<file path="src/rtl/esc_pkg.sv">
// ----------------------------------------------------------------------------
// esc_pkg
// Shared types and constants for the epoch seconds to calendar converter:
// division selects, divisors, scaled reciprocals and the month start table.
// ----------------------------------------------------------------------------
package esc_pkg;

  // Division select: one code per constant division in the sequence
  typedef logic [2:0] esc_sel_t;

  localparam esc_sel_t DIV_DAY    = 3'd0;  // seconds / 86400
  localparam esc_sel_t DIV_HOUR   = 3'd1;  // seconds of day / 3600
  localparam esc_sel_t DIV_MIN    = 3'd2;  // seconds of hour / 60
  localparam esc_sel_t DIV_WDAY   = 3'd3;  // (days + 4) / 7
  localparam esc_sel_t DIV_PERIOD = 3'd4;  // days since 1968 / 1461
  localparam esc_sel_t DIV_YEAR   = 3'd5;  // (days - leap days) / 365

  localparam int DIVISOR_W = 17;
  localparam int MAGIC_W   = 26;

  localparam logic [DIVISOR_W-1:0] SECS_PER_DAY    = 17'd86400;
  localparam logic [DIVISOR_W-1:0] SECS_PER_HOUR   = 17'd3600;
  localparam logic [DIVISOR_W-1:0] SECS_PER_MIN    = 17'd60;
  localparam logic [DIVISOR_W-1:0] DAYS_PER_WEEK   = 17'd7;
  localparam logic [DIVISOR_W-1:0] DAYS_PER_PERIOD = 17'd1461;  // (4 * 365) + 1
  localparam logic [DIVISOR_W-1:0] DAYS_PER_YEAR   = 17'd365;

  // Scaled reciprocals, rounded up; exact for every dividend the block sees
  localparam logic [MAGIC_W-1:0] MAGIC_DAY    = 26'd50903317;  // 2^35 / 675, secs >> 7
  localparam logic [MAGIC_W-1:0] MAGIC_HOUR   = 26'd149131;    // 2^29 / 3600
  localparam logic [MAGIC_W-1:0] MAGIC_MIN    = 26'd4370;      // 2^18 / 60
  localparam logic [MAGIC_W-1:0] MAGIC_WDAY   = 26'd74899;     // 2^19 / 7
  localparam logic [MAGIC_W-1:0] MAGIC_PERIOD = 26'd91868;     // 2^27 / 1461
  localparam logic [MAGIC_W-1:0] MAGIC_YEAR   = 26'd91930;     // 2^25 / 365

  localparam logic [15:0] DAYS_1968_TO_1970 = 16'd731;          // 365 + 366
  localparam logic [15:0] EPOCH_WEEKDAY     = 16'd4;            // Thursday
  localparam logic [10:0] DAYS_TO_MARCH     = 11'd60;           // 31 + 29
  localparam logic [10:0] DAYS_LEAP_YEAR    = 11'd365;
  localparam logic [11:0] BASE_YEAR         = 12'd1968;

  // Day of year at which each month starts in a common year
  localparam logic [8:0] MONTH_START [0:11] = '{
    9'd0, 9'd31, 9'd59, 9'd90, 9'd120, 9'd151,
    9'd181, 9'd212, 9'd243, 9'd273, 9'd304, 9'd334
  };

  // Control word from the sequencer to the datapath
  typedef struct packed {
    logic     capture;  // latch the input word
    logic     load;     // load the dividend for sel
    logic     mul;      // multiply the dividend by the reciprocal for sel
    logic     quo;      // take the quotient and its product with the divisor
    logic     save;     // store quotient and remainder for sel
    logic     fin;      // build the result word
    esc_sel_t sel;
  } esc_cmd_t;

  // Divisor of each division
  function automatic logic [DIVISOR_W-1:0] esc_divisor(input esc_sel_t sel);
    logic [DIVISOR_W-1:0] d;
    unique case (sel)
      DIV_DAY:    d = SECS_PER_DAY;
      DIV_HOUR:   d = SECS_PER_HOUR;
      DIV_MIN:    d = SECS_PER_MIN;
      DIV_WDAY:   d = DAYS_PER_WEEK;
      DIV_PERIOD: d = DAYS_PER_PERIOD;
      DIV_YEAR:   d = DAYS_PER_YEAR;
      default:    d = SECS_PER_DAY;
    endcase
    return d;
  endfunction

  // Scaled reciprocal of each division
  function automatic logic [MAGIC_W-1:0] esc_magic(input esc_sel_t sel);
    logic [MAGIC_W-1:0] m;
    unique case (sel)
      DIV_DAY:    m = MAGIC_DAY;
      DIV_HOUR:   m = MAGIC_HOUR;
      DIV_MIN:    m = MAGIC_MIN;
      DIV_WDAY:   m = MAGIC_WDAY;
      DIV_PERIOD: m = MAGIC_PERIOD;
      DIV_YEAR:   m = MAGIC_YEAR;
      default:    m = MAGIC_DAY;
    endcase
    return m;
  endfunction

endpackage

</file>
<file path="src/rtl/epoch_seconds_to_calendar_core.sv">
// ----------------------------------------------------------------------------
// epoch_seconds_to_calendar_core
// Converts a 32-bit count of seconds since 1970-01-01 00:00:00 into second,
// minute, hour, day of month, month (1-12), year, weekday (Sunday 0) and
// day of year. Every fourth year is a leap year, so dates are exact through
// 2099 and lag the Gregorian calendar by a day from 2100-03-01 on.
// ----------------------------------------------------------------------------
// One word in, one word out. A conversion runs six constant divisions in
// turn on one shared divider (by 86400, 3600, 60, 7, 1461 and 365) by
// reciprocal multiplication, each in the steps load the dividend, multiply
// by the scaled reciprocal, take the quotient and its product with the
// divisor and subtract for the remainder, followed by the month lookup and
// the result word. in_tready is high only while the sequencer is idle, so
// words are taken one at a time: a new word is not accepted until the last
// one is through. The result waits in an output register; a result the sink
// has not taken by the time the next one is ready holds the sequencer in its
// final step until it is taken.
module epoch_seconds_to_calendar_core (
  input  logic        clk,
  input  logic        rst_n,
  input  logic        in_tvalid,
  output logic        in_tready,
  input  logic [31:0] in_tdata,   // [31:0] epoch_seconds
  output logic        out_tvalid,
  input  logic        out_tready,
  // [5:0] second, [11:6] minute, [16:12] hour, [21:17] day_of_month,
  // [25:22] month, [37:26] year, [40:38] weekday, [49:41] day_of_year,
  // [55:50] zero
  output logic [55:0] out_tdata
);
  import esc_pkg::*;

  esc_cmd_t cmd;

  // Sequencer
  esc_ctrl u_ctrl (
    .clk        (clk),
    .rst_n      (rst_n),
    .in_tvalid  (in_tvalid),
    .in_tready  (in_tready),
    .out_tvalid (out_tvalid),
    .out_tready (out_tready),
    .cmd        (cmd)
  );

  // Divider and result registers
  esc_dp u_dp (
    .clk      (clk),
    .cmd      (cmd),
    .in_secs  (in_tdata),
    .out_word (out_tdata)
  );

endmodule

</file>
<file path="src/rtl/esc_dp.sv">
// ----------------------------------------------------------------------------
// esc_dp
// Datapath: one shared divider by constants using reciprocal multiplication,
// the partial result registers, the month lookup and the result word register.
// ----------------------------------------------------------------------------
module esc_dp (
  input  logic              clk,
  input  esc_pkg::esc_cmd_t cmd,
  input  logic [31:0]       in_secs,
  output logic [55:0]       out_word   // see top level for the field layout
);
  import esc_pkg::*;

  // Divider state
  logic [31:0] x_r, x_nxt;        // dividend
  logic [50:0] prod_r, prod_nxt;  // dividend times scaled reciprocal
  logic [15:0] q_r, q_nxt;        // quotient
  logic [31:0] qd_r, qd_nxt;      // quotient times divisor
  logic [31:0] rem;

  // Partial results
  logic [31:0]  secs_r;
  logic [15:0]  days_r;
  logic [16:0]  sod_r;
  logic [11:0]  soh_r;
  logic [4:0]   hour_r;
  logic [5:0]   minute_r;
  logic [5:0]   second_r;
  logic [2:0]   weekday_r;
  logic [5:0]   periods_r;
  logic [10:0]  prem_r;
  logic [7:0]   years_r;
  logic [8:0]   doy_r;
  logic [55:0]  out_r;

  // Day count rebased to 1968 and leap day bookkeeping
  logic [15:0] d1968;
  logic        past_feb;
  logic        leap_used;
  logic [5:0]  periods_adj;
  logic [15:0] year_days;

  assign d1968       = days_r + DAYS_1968_TO_1970;
  assign past_feb    = (prem_r >= DAYS_TO_MARCH);
  assign leap_used   = past_feb && (prem_r <= DAYS_LEAP_YEAR);
  assign periods_adj = periods_r + {5'd0, past_feb};
  assign year_days   = d1968 - {10'd0, periods_adj};

  // Seconds drop the factor 128 of 86400 before the multiply
  logic [24:0] mul_a;

  assign mul_a = (cmd.sel == DIV_DAY) ? x_r[31:7] : x_r[24:0];

  // Quotient: the product shifted down by the reciprocal's scale
  logic [15:0] q_slice;

  always_comb begin
    unique case (cmd.sel)
      DIV_DAY:    q_slice = prod_r[50:35];
      DIV_HOUR:   q_slice = prod_r[44:29];
      DIV_MIN:    q_slice = prod_r[33:18];
      DIV_WDAY:   q_slice = prod_r[34:19];
      DIV_PERIOD: q_slice = prod_r[42:27];
      DIV_YEAR:   q_slice = prod_r[40:25];
      default:    q_slice = prod_r[50:35];
    endcase
  end

  // Load the dividend, multiply, then take quotient and quotient times divisor
  always_comb begin
    x_nxt    = x_r;
    prod_nxt = prod_r;
    q_nxt    = q_r;
    qd_nxt   = qd_r;
    if (cmd.load) begin
      unique case (cmd.sel)
        DIV_DAY:    x_nxt = secs_r;
        DIV_HOUR:   x_nxt = {15'd0, sod_r};
        DIV_MIN:    x_nxt = {20'd0, soh_r};
        DIV_WDAY:   x_nxt = {16'd0, days_r + EPOCH_WEEKDAY};
        DIV_PERIOD: x_nxt = {16'd0, d1968};
        DIV_YEAR:   x_nxt = {16'd0, year_days};
        default:    x_nxt = secs_r;
      endcase
    end
    if (cmd.mul) begin
      // 25 x 26 bit product
      prod_nxt = 51'(mul_a) * 51'(esc_magic(cmd.sel));
    end
    if (cmd.quo) begin
      q_nxt  = q_slice;
      qd_nxt = 32'(q_slice) * 32'(esc_divisor(cmd.sel));
    end
  end

  assign rem = x_r - qd_r;

  always_ff @(posedge clk) begin
    x_r    <= x_nxt;
    prod_r <= prod_nxt;
    q_r    <= q_nxt;
    qd_r   <= qd_nxt;
  end

  // Hold the input word
  always_ff @(posedge clk) begin
    if (cmd.capture) begin
      secs_r <= in_secs;
    end
  end

  // Store quotient and remainder of the finished division
  always_ff @(posedge clk) begin
    if (cmd.save) begin
      unique case (cmd.sel)
        DIV_DAY: begin
          days_r <= q_r;
          sod_r  <= rem[16:0];
        end
        DIV_HOUR: begin
          hour_r <= q_r[4:0];
          soh_r  <= rem[11:0];
        end
        DIV_MIN: begin
          minute_r <= q_r[5:0];
          second_r <= rem[5:0];
        end
        DIV_WDAY: begin
          weekday_r <= rem[2:0];
        end
        DIV_PERIOD: begin
          periods_r <= q_r[5:0];
          prem_r    <= rem[10:0];
        end
        DIV_YEAR: begin
          years_r <= q_r[7:0];
          doy_r   <= rem[8:0] + {8'd0, leap_used};
        end
        default: begin
          days_r <= days_r;
        end
      endcase
    end
  end

  // Find the month: the last month whose start is not past the day of year
  logic       leap;
  logic [3:0] month;
  logic [8:0] mstart;
  logic [8:0] mday_full;
  logic [11:0] year_full;

  always_comb begin
    logic [8:0] ms;
    leap   = (years_r[1:0] == 2'b00);
    month  = 4'd1;
    mstart = '0;
    for (int m = 2; m <= 12; m++) begin
      ms = MONTH_START[m-1] + {8'd0, (m > 2) && leap};
      if (doy_r >= ms) begin
        month  = 4'(m);
        mstart = ms;
      end
    end
    mday_full = doy_r - mstart + 9'd1;
    year_full = BASE_YEAR + {4'd0, years_r};
  end

  // Build the result word
  always_ff @(posedge clk) begin
    if (cmd.fin) begin
      out_r <= {6'd0, doy_r, weekday_r, year_full, month, mday_full[4:0],
                hour_r, minute_r, second_r};
    end
  end

  assign out_word = out_r;

endmodule

</file>
<file path="src/rtl/esc_ctrl.sv">
// ----------------------------------------------------------------------------
// esc_ctrl
// Sequencer: runs the six constant divisions one after another, then hands
// the finished result to the output register and tracks its valid flag.
// ----------------------------------------------------------------------------
module esc_ctrl (
  input  logic              clk,
  input  logic              rst_n,
  input  logic              in_tvalid,
  output logic              in_tready,
  output logic              out_tvalid,
  input  logic              out_tready,
  output esc_pkg::esc_cmd_t cmd
);
  import esc_pkg::*;

  localparam logic [2:0] S_IDLE = 3'd0;
  localparam logic [2:0] S_LOAD = 3'd1;
  localparam logic [2:0] S_MUL  = 3'd2;
  localparam logic [2:0] S_QUO  = 3'd3;
  localparam logic [2:0] S_SAVE = 3'd4;
  localparam logic [2:0] S_FIN  = 3'd5;

  logic [2:0]        state_r, state_nxt;
  esc_sel_t          sel_r, sel_nxt;
  logic              out_valid_r, out_valid_nxt;
  logic              out_free;

  assign out_free   = !out_valid_r || out_tready;
  assign in_tready  = (state_r == S_IDLE);
  assign out_tvalid = out_valid_r;

  // Advance through the division sequence
  always_comb begin
    state_nxt     = state_r;
    sel_nxt       = sel_r;
    out_valid_nxt = out_valid_r && !out_tready;
    cmd           = '0;
    cmd.sel       = sel_r;
    unique case (state_r)
      S_IDLE: begin
        if (in_tvalid) begin
          cmd.capture = 1'b1;
          sel_nxt     = DIV_DAY;
          state_nxt   = S_LOAD;
        end
      end
      S_LOAD: begin
        cmd.load  = 1'b1;
        state_nxt = S_MUL;
      end
      S_MUL: begin
        cmd.mul   = 1'b1;
        state_nxt = S_QUO;
      end
      S_QUO: begin
        cmd.quo   = 1'b1;
        state_nxt = S_SAVE;
      end
      S_SAVE: begin
        cmd.save = 1'b1;
        if (sel_r == DIV_YEAR) begin
          state_nxt = S_FIN;
        end else begin
          sel_nxt   = sel_r + 3'd1;
          state_nxt = S_LOAD;
        end
      end
      S_FIN: begin
        if (out_free) begin
          cmd.fin       = 1'b1;
          out_valid_nxt = 1'b1;
          state_nxt     = S_IDLE;
        end
      end
      default: begin
        state_nxt = S_IDLE;
      end
    endcase
  end

  always_ff @(posedge clk) begin
    if (!rst_n) begin
      state_r     <= S_IDLE;
      sel_r       <= DIV_DAY;
      out_valid_r <= 1'b0;
    end else begin
      state_r     <= state_nxt;
      sel_r       <= sel_nxt;
      out_valid_r <= out_valid_nxt;
    end
  end

endmodule
</file>
<file path="config.mk">
export PLATFORM = sky130hd
export DESIGN_NAME = epoch_seconds_to_calendar_core
export DESIGN_NICKNAME = d
export VERILOG_FILES = /design/src/rtl/esc_pkg.sv /design/src/rtl/epoch_seconds_to_calendar_core.sv /design/src/rtl/esc_dp.sv /design/src/rtl/esc_ctrl.sv
export SDC_FILE = /design/constraint.sdc
export NUM_CORES = 2
export LEC_CHECK = 0
export BUFFER_PORTS_ARGS = -buffer_cell sky130_fd_sc_hd__clkbuf_2
export CAP_MARGIN = 20
export CORE_UTILIZATION = 60
export DETAILED_ROUTE_END_ITERATION = 10
export PLACE_DENSITY = 0.78
export REMOVE_ABC_BUFFERS = 1
export SLEW_MARGIN = 10
export SYNTH_ARGS = -nofsm -noshare
export SYNTH_HDL_FRONTEND = slang
export SYNTH_SLANG_ARGS = --single-unit
</file>
<file path="constraint.sdc">
create_clock -name clk -period 11.38 [get_ports clk]
set_input_delay 1.707 -clock clk [delete_from_list [all_inputs] [get_ports clk]]
set_output_delay 1.707 -clock clk [all_outputs]
set_load 0.02 [all_outputs]
</file>
After elaboration in Yosys (flattened, before gate mapping)
Index checks and enable logic that the tools add are counted.
{"block": "word_totals", "reg_bits": 304, "inputBits": 36, "output_inout_bits": 58, "wordCells": 133}
{"block": "op_classes", "n_addsub": 20, "multipliers": 2, "n_lt_le_gt_ge": 13, "eq_ne": 13, "n_mux": 45, "reduce_logical": 18}
{"operator": "case mux 32 bit (5 select lines)", "n": 1}
{"operator": "case mux 26 bit (5 select lines)", "n": 1}
{"operator": "case mux 17 bit (5 select lines)", "n": 1}
{"operator": "case mux 16 bit (5 select lines)", "n": 1}
{"operator": ">= comparator 9 bit", "n": 7}
{"operator": "two-way mux 5 bit", "n": 11}
{"operator": "multiplier 25 x 26 -> 51 bit", "n": 1}
{"operator": "two-way mux 3 bit", "n": 13}
{"operator": "adder 8 x 1 -> 9 bit, first input constant", "n": 4}
{"operator": "adder 9 x 1 -> 9 bit, first input constant", "n": 3}
{"operator": "two-way mux 26 bit", "n": 1}
{"operator": "two-way mux 25 bit", "n": 1}
{"operator": ">= comparator 9 x 8 -> 1 bit", "n": 2}
{"operator": "case mux 3 bit (6 select lines)", "n": 1}
{"operator": "multiplier 16 x 17 -> 17 bit", "n": 1}
{"operator": "two-way mux 17 bit", "n": 1}
{"operator": "subtractor 17 bit", "n": 1}
{"operator": "adder 16 x 10 -> 16 bit, second input constant", "n": 1}
{"operator": "adder 16 x 3 -> 16 bit, second input constant", "n": 1}
{"operator": "adder 7 x 1 -> 8 bit, first input constant", "n": 2}
{"operator": "subtractor 16 x 6 -> 16 bit", "n": 1}
{"operator": "AND reduction 2 bit", "n": 7}
{"operator": "adder 11 x 8 -> 12 bit, first input constant", "n": 1}
{"operator": "== test 3 x 2 -> 1 bit, second input constant", "n": 4}
{"operator": "other kinds (25)", "n": 43}

Depth between registers and ports, before layout
{"block": "depth", "word_depth": 15, "ltp_mapped": 36, "ltp_nobuf": 31}

Modules after synthesis
A second synthesis with hierarchy kept.
{"block": "hier_totals", "cells_unflattened": 3340, "area_unflattened_um2": 33907.5}
{"mod": "esc_dp", "n_inst": 1, "cells_each": 3292, "area_per_inst_um2": 33449.6, "seq_area_each_um2": 8318.0}
{"mod": "esc_ctrl", "n_inst": 1, "cells_each": 48, "area_per_inst_um2": 457.9, "seq_area_each_um2": 140.1}

Worst setup path after synthesis
No wires, ideal clock.
{"block": "synth_timing", "path_kind": "register to register", "from": "register u_ctrl.sel_r[0]", "to": "register u_dp.prod_r[49] (data pin)", "setup_ns": 0.180, "arrival_ns": 8.491, "required_time_ns": 11.200, "slack_ns": 2.709, "stages_incl_launch_ff": 35, "n_path_buf": 7, "synth_period_minus_slack_ns": 8.671, "path_cell_list": "dfxtp_1 clkbuf_1 inv_1 ha_1 or2b_1 clkbuf_1 and3_1 buf_2 buf_1 buf_1 clkbuf_1 nand2_1 inv_1 fa_1 fa_1 inv_1 fa_1 fa_1 inv_1 fa_1 fa_1 inv_1 fa_1 inv_1 ha_1 clkbuf_1 a21o_1 a21o_1 a21oi_1 o211ai_1 o311ai_1 nand2_2 nor4b_4 or4_1 o311ai_1"}
{"block": "synth_between", "elab_chain_len": 4, "word_cells_on_any_way": 10, "classes_between": "mul: 1; eq/ne: 5; mux: 3; reduce/logical: 1"}
{"element": "start: declaration", "line_no": "esc_ctrl.sv:25", "source": "esc_sel_t sel_r, sel_nxt;"}
{"element": "start signal: assignment", "line_no": "esc_ctrl.sv:89", "source": "sel_r <= sel_nxt;"}
{"element": "== test 3 bit, or another cell as far along", "line_no": "esc_pkg.sv:77", "source": "unique case (sel)"}
{"element": "case mux 26 bit (5 select lines)", "line_no": "esc_pkg.sv:77"}
{"element": "two-way mux 26 bit", "line_no": "esc_dp.sv:86", "source": "if (cmd.mul) begin"}
{"element": "multiplier 25 x 26 -> 51 bit (*)", "line_no": "esc_dp.sv:88", "source": "prod_nxt = 51'(mul_a) * 51'(esc_magic(cmd.sel));"}
{"element": "end signal: assignment", "line_no": "esc_dp.sv:100", "source": "prod_r <= prod_nxt;"}
{"element": "end: declaration", "line_no": "esc_dp.sv:16", "source": "logic [50:0] prod_r, prod_nxt;"}
Mark *: on every way between the ends. The rest lies on a longest branch, timed or not. The select of a mux whose other input is x is not followed.
A chain may end at the register's enable or synchronous reset.

Final worst setup path
{"block": "layout_timing", "from": "register u_ctrl.sel_r[1]", "to": "register u_dp.prod_r[49] (data pin)"}
Same word-level chain as after synthesis.

==> impl_metrics.json <==
{
  "worstMarginPinSlew_ns": 1.13,
  "crit_type": "register to register",
  "setup.worst_path.end": "u_dp.prod_r[49]",
  "die_height_um": 241,
  "grt_pass1_vias": 25854,
  "synth_cells": 3407,
  "die_area_um2": 58200,
  "ctsLongestPathBuffers": 3,
  "antenna_found_initial": 1,
  "numCtsBuffers": 30,
  "num_io_pins": 94,
  "max_cap_violations": 0,
  "crit_path_frequent_cell": "fa_1",
  "async_reset_ff_share_pct": 0,
  "fmax_ghz": 0.0965,
  "netlist_area_um2": 34400,
  "cp.arrival_ns": 10.78,
  "start_util_pct": 60.8,
  "drive_gt1_share_pct": 7.14,
  "ys_seq_area_share_pct": 24.6,
  "clockRootBuffer": "clkbuf_16",
  "rsz0062_at_grt": "no",
  "ys.warnings.count": 0,
  "slew_viol_final": 0,
  "htree_levels": 1,
  "synth_commonest_cells": "756 x inv_1, 492 x fa_1, 367 x ha_1",
  "status": "finished, violations left",
  "core_um2": 56500,
  "reg2reg_to": "u_dp.prod_r[49]",
  "viasPerCell": 5.97,
  "setup.worst_path.end_class": "register",
  "crit_path_start": "u_ctrl.sel_r[1]",
  "setup_violations": 0,
  "numPortBuffers": 87,
  "cts_tree": "done",
  "hp-class": "register to register",
  "synthFlopType": "edfxtp_1",
  "crit_family": "adder cells",
  "routed_wl_um": 95600,
  "crit_required_ns": 11.80,
  "dp_hpwl_um": 76900,
  "fillers": 4494,
  "period_share_pct": 91.0,
  "r2r_cells": 27,
  "synth.top_cell.area_share_pct": 28.7,
  "synthDistinctLibCells": 91,
  "finalHoldViolations": 0,
  "syn_area_per_cell_um2": 10.1,
  "synth_area_leaders": "fa_1 29%, edfxtp_1 24%, ha_1 13%",
  "cts_resized": 0,
  "final_net_count": 4359,
  "path_max_fanout": 28,
  "rows": 87,
  "ff2ff_setup_slack_ns": 1.02,
  "dr.pass1.iters": 11,
  "first_iter_violations": 2731,
  "clk_pin_slew_worst_paths_ns": 0.08,
  "crit_buf_inv": 6,
  "cts_setup_buffers": 0,
  "cts_hold_buffers": 0,
  "globalplace.congestion": 1.01,
  "grt.total_usage_pct": 33.9,
  "slowest_delay_ns": 0.89,
  "yosys.area.top_type": "fa_1",
  "grt_pass1_wl_um": 147000,
  "grt-ovfl-total": 0,
  "die_w_um": 241,
  "clkLatencyLatePin_ns": 0.62,
  "ys_seq_elements": 284,
  "worst-path-stages": 27,
  "cp_slowest_cell": "mux2i_1",
  "r2r-start": "u_ctrl.sel_r[1]",
  "cts_sinks": 284,
  "vias": 25348,
  "seq_area_um2": 8460,
  "syn2layout_area_growth_pct": 6.75,
  "post_drt_wl_per_cell_um": 22.5,
  "period_needed_ns": 10.36,
  "skew_ns": 0.0478,
  "synth_edf_count": 277,
  "post-synth-top-count-cell": "inv_1",
  "start_kind": "register",
  "grt_max_degree": 68,
  "violations": "DRC",
  "drtAntennaViolNets": 0,
  "tns_ns": 0,
  "route.detailed.drc": 2,
  "max_slew_margin_pct": 24.5,
  "multi_input_area_um2": 22700
}
[worst min path at each step]
stage | start | to | slack, ns | depth (start not counted)
after global routing | u_dp.q_r[15] | u_dp.days_r[15] | 0.42 | 0
final | u_dp.q_r[10] | u_dp.days_r[10] | 0.42 | 0
after global placement | u_dp.second_r[0] | u_dp.out_word[0] | 0.40 | 0
after CTS | u_dp.q_r[10] | u_dp.days_r[10] | 0.41 | 0
after floorplan | u_dp.q_r[10] | u_dp.days_r[10] | 0.40 | 0
after detailed placement | u_dp.q_r[10] | u_dp.days_r[10] | 0.40 | 0
[per-stage QoR]
stage / setup slack (ns) / hold WS [ns] / utilization [%] / area, um2 / cells
6_report: 1.02 / 0.416 / 64.9 / 36700 / 4246
3_5_place_dp: 1.20 / 0.405 / 63.2 / 35700 / 4187
2_1_floorplan: 0.608 / 0.400 / - / 33900 / 3299
5_1_grt: 0.625 / 0.415 / 64.9 / 36700 / 4243
4_1_cts: 1.18 / 0.414 / 64.9 / 36700 / 4242
3_3_place_gp: 1.42 / 0.400 / 63.2 / 35700 / 4187
[flip-flops by register name (all words and copies together), names as in the netlist, 8 cells and up]
register       flops
u_dp.prod_r       33
u_dp.days_r       16
u_dp.qd_r         17
u_dp.secs_r       32
u_dp.out_word     49
u_dp.soh_r        12
u_dp.years_r       8
u_dp.prem_r       10
u_dp.x_r          32
u_dp.sod_r        17
u_dp.doy_r         9
u_dp.q_r          16
[cell type report]
type / instances / share of cell area [%]
diodes: 3 / 0.0205
clock buffers: 35 / 2.10
clock inverters: 20 / 0.573
inverters: 757 / 7.75
multi-input cells: 2258 / 61.8
flip-flops and latches: 284 / 23.1
well taps: 756 / 2.58
repair buffers: 133 / 2.13
[logic make-up after synthesis]
family / share of synthesized area (%)
adders and majority gates: 42.0
xor gates and xnor gates: 3.39
DFF: 24.6
muxes: 1.59
other: 0.0109
buffers and inverters: 9.66
AOI/OAI and AO/OA: 8.16
and+or+nand+nor: 10.5
[metal layers]
| metal | track usage, % | vias up | wire length [um] |
|---|---|---|---|
| li1 | - | 11036 | - |
| met1 | 42.6 | 12404 | 34100 |
| met2 | 56.1 | 1540 | 45600 |
| met3 | 5.85 | 368 | 9770 |
| met4 | 18.2 | 0 | 6070 |
| met5 | 0 | - | 0 |
[cells in the final DEF, fill, tap and decap left out, types with 30 or more instances in the layout]
cell and instances:
xor2_1 36, nor2_1 272, buf_4 46, inv_1 756
xnor2_1 97, ha_1 366, nand3_1 30, clkbuf_2 87
and2_1 43, and3_1 36, nand2_1 302, clkbuf_16 30
a21oi_1 100, fa_1 492, edfxtp_1 277, a21o_1 35
o21ai_0 61
Power is not shown: default switching activity piles up to over one toggle a cycle in this logic, so the estimate is an artifact.
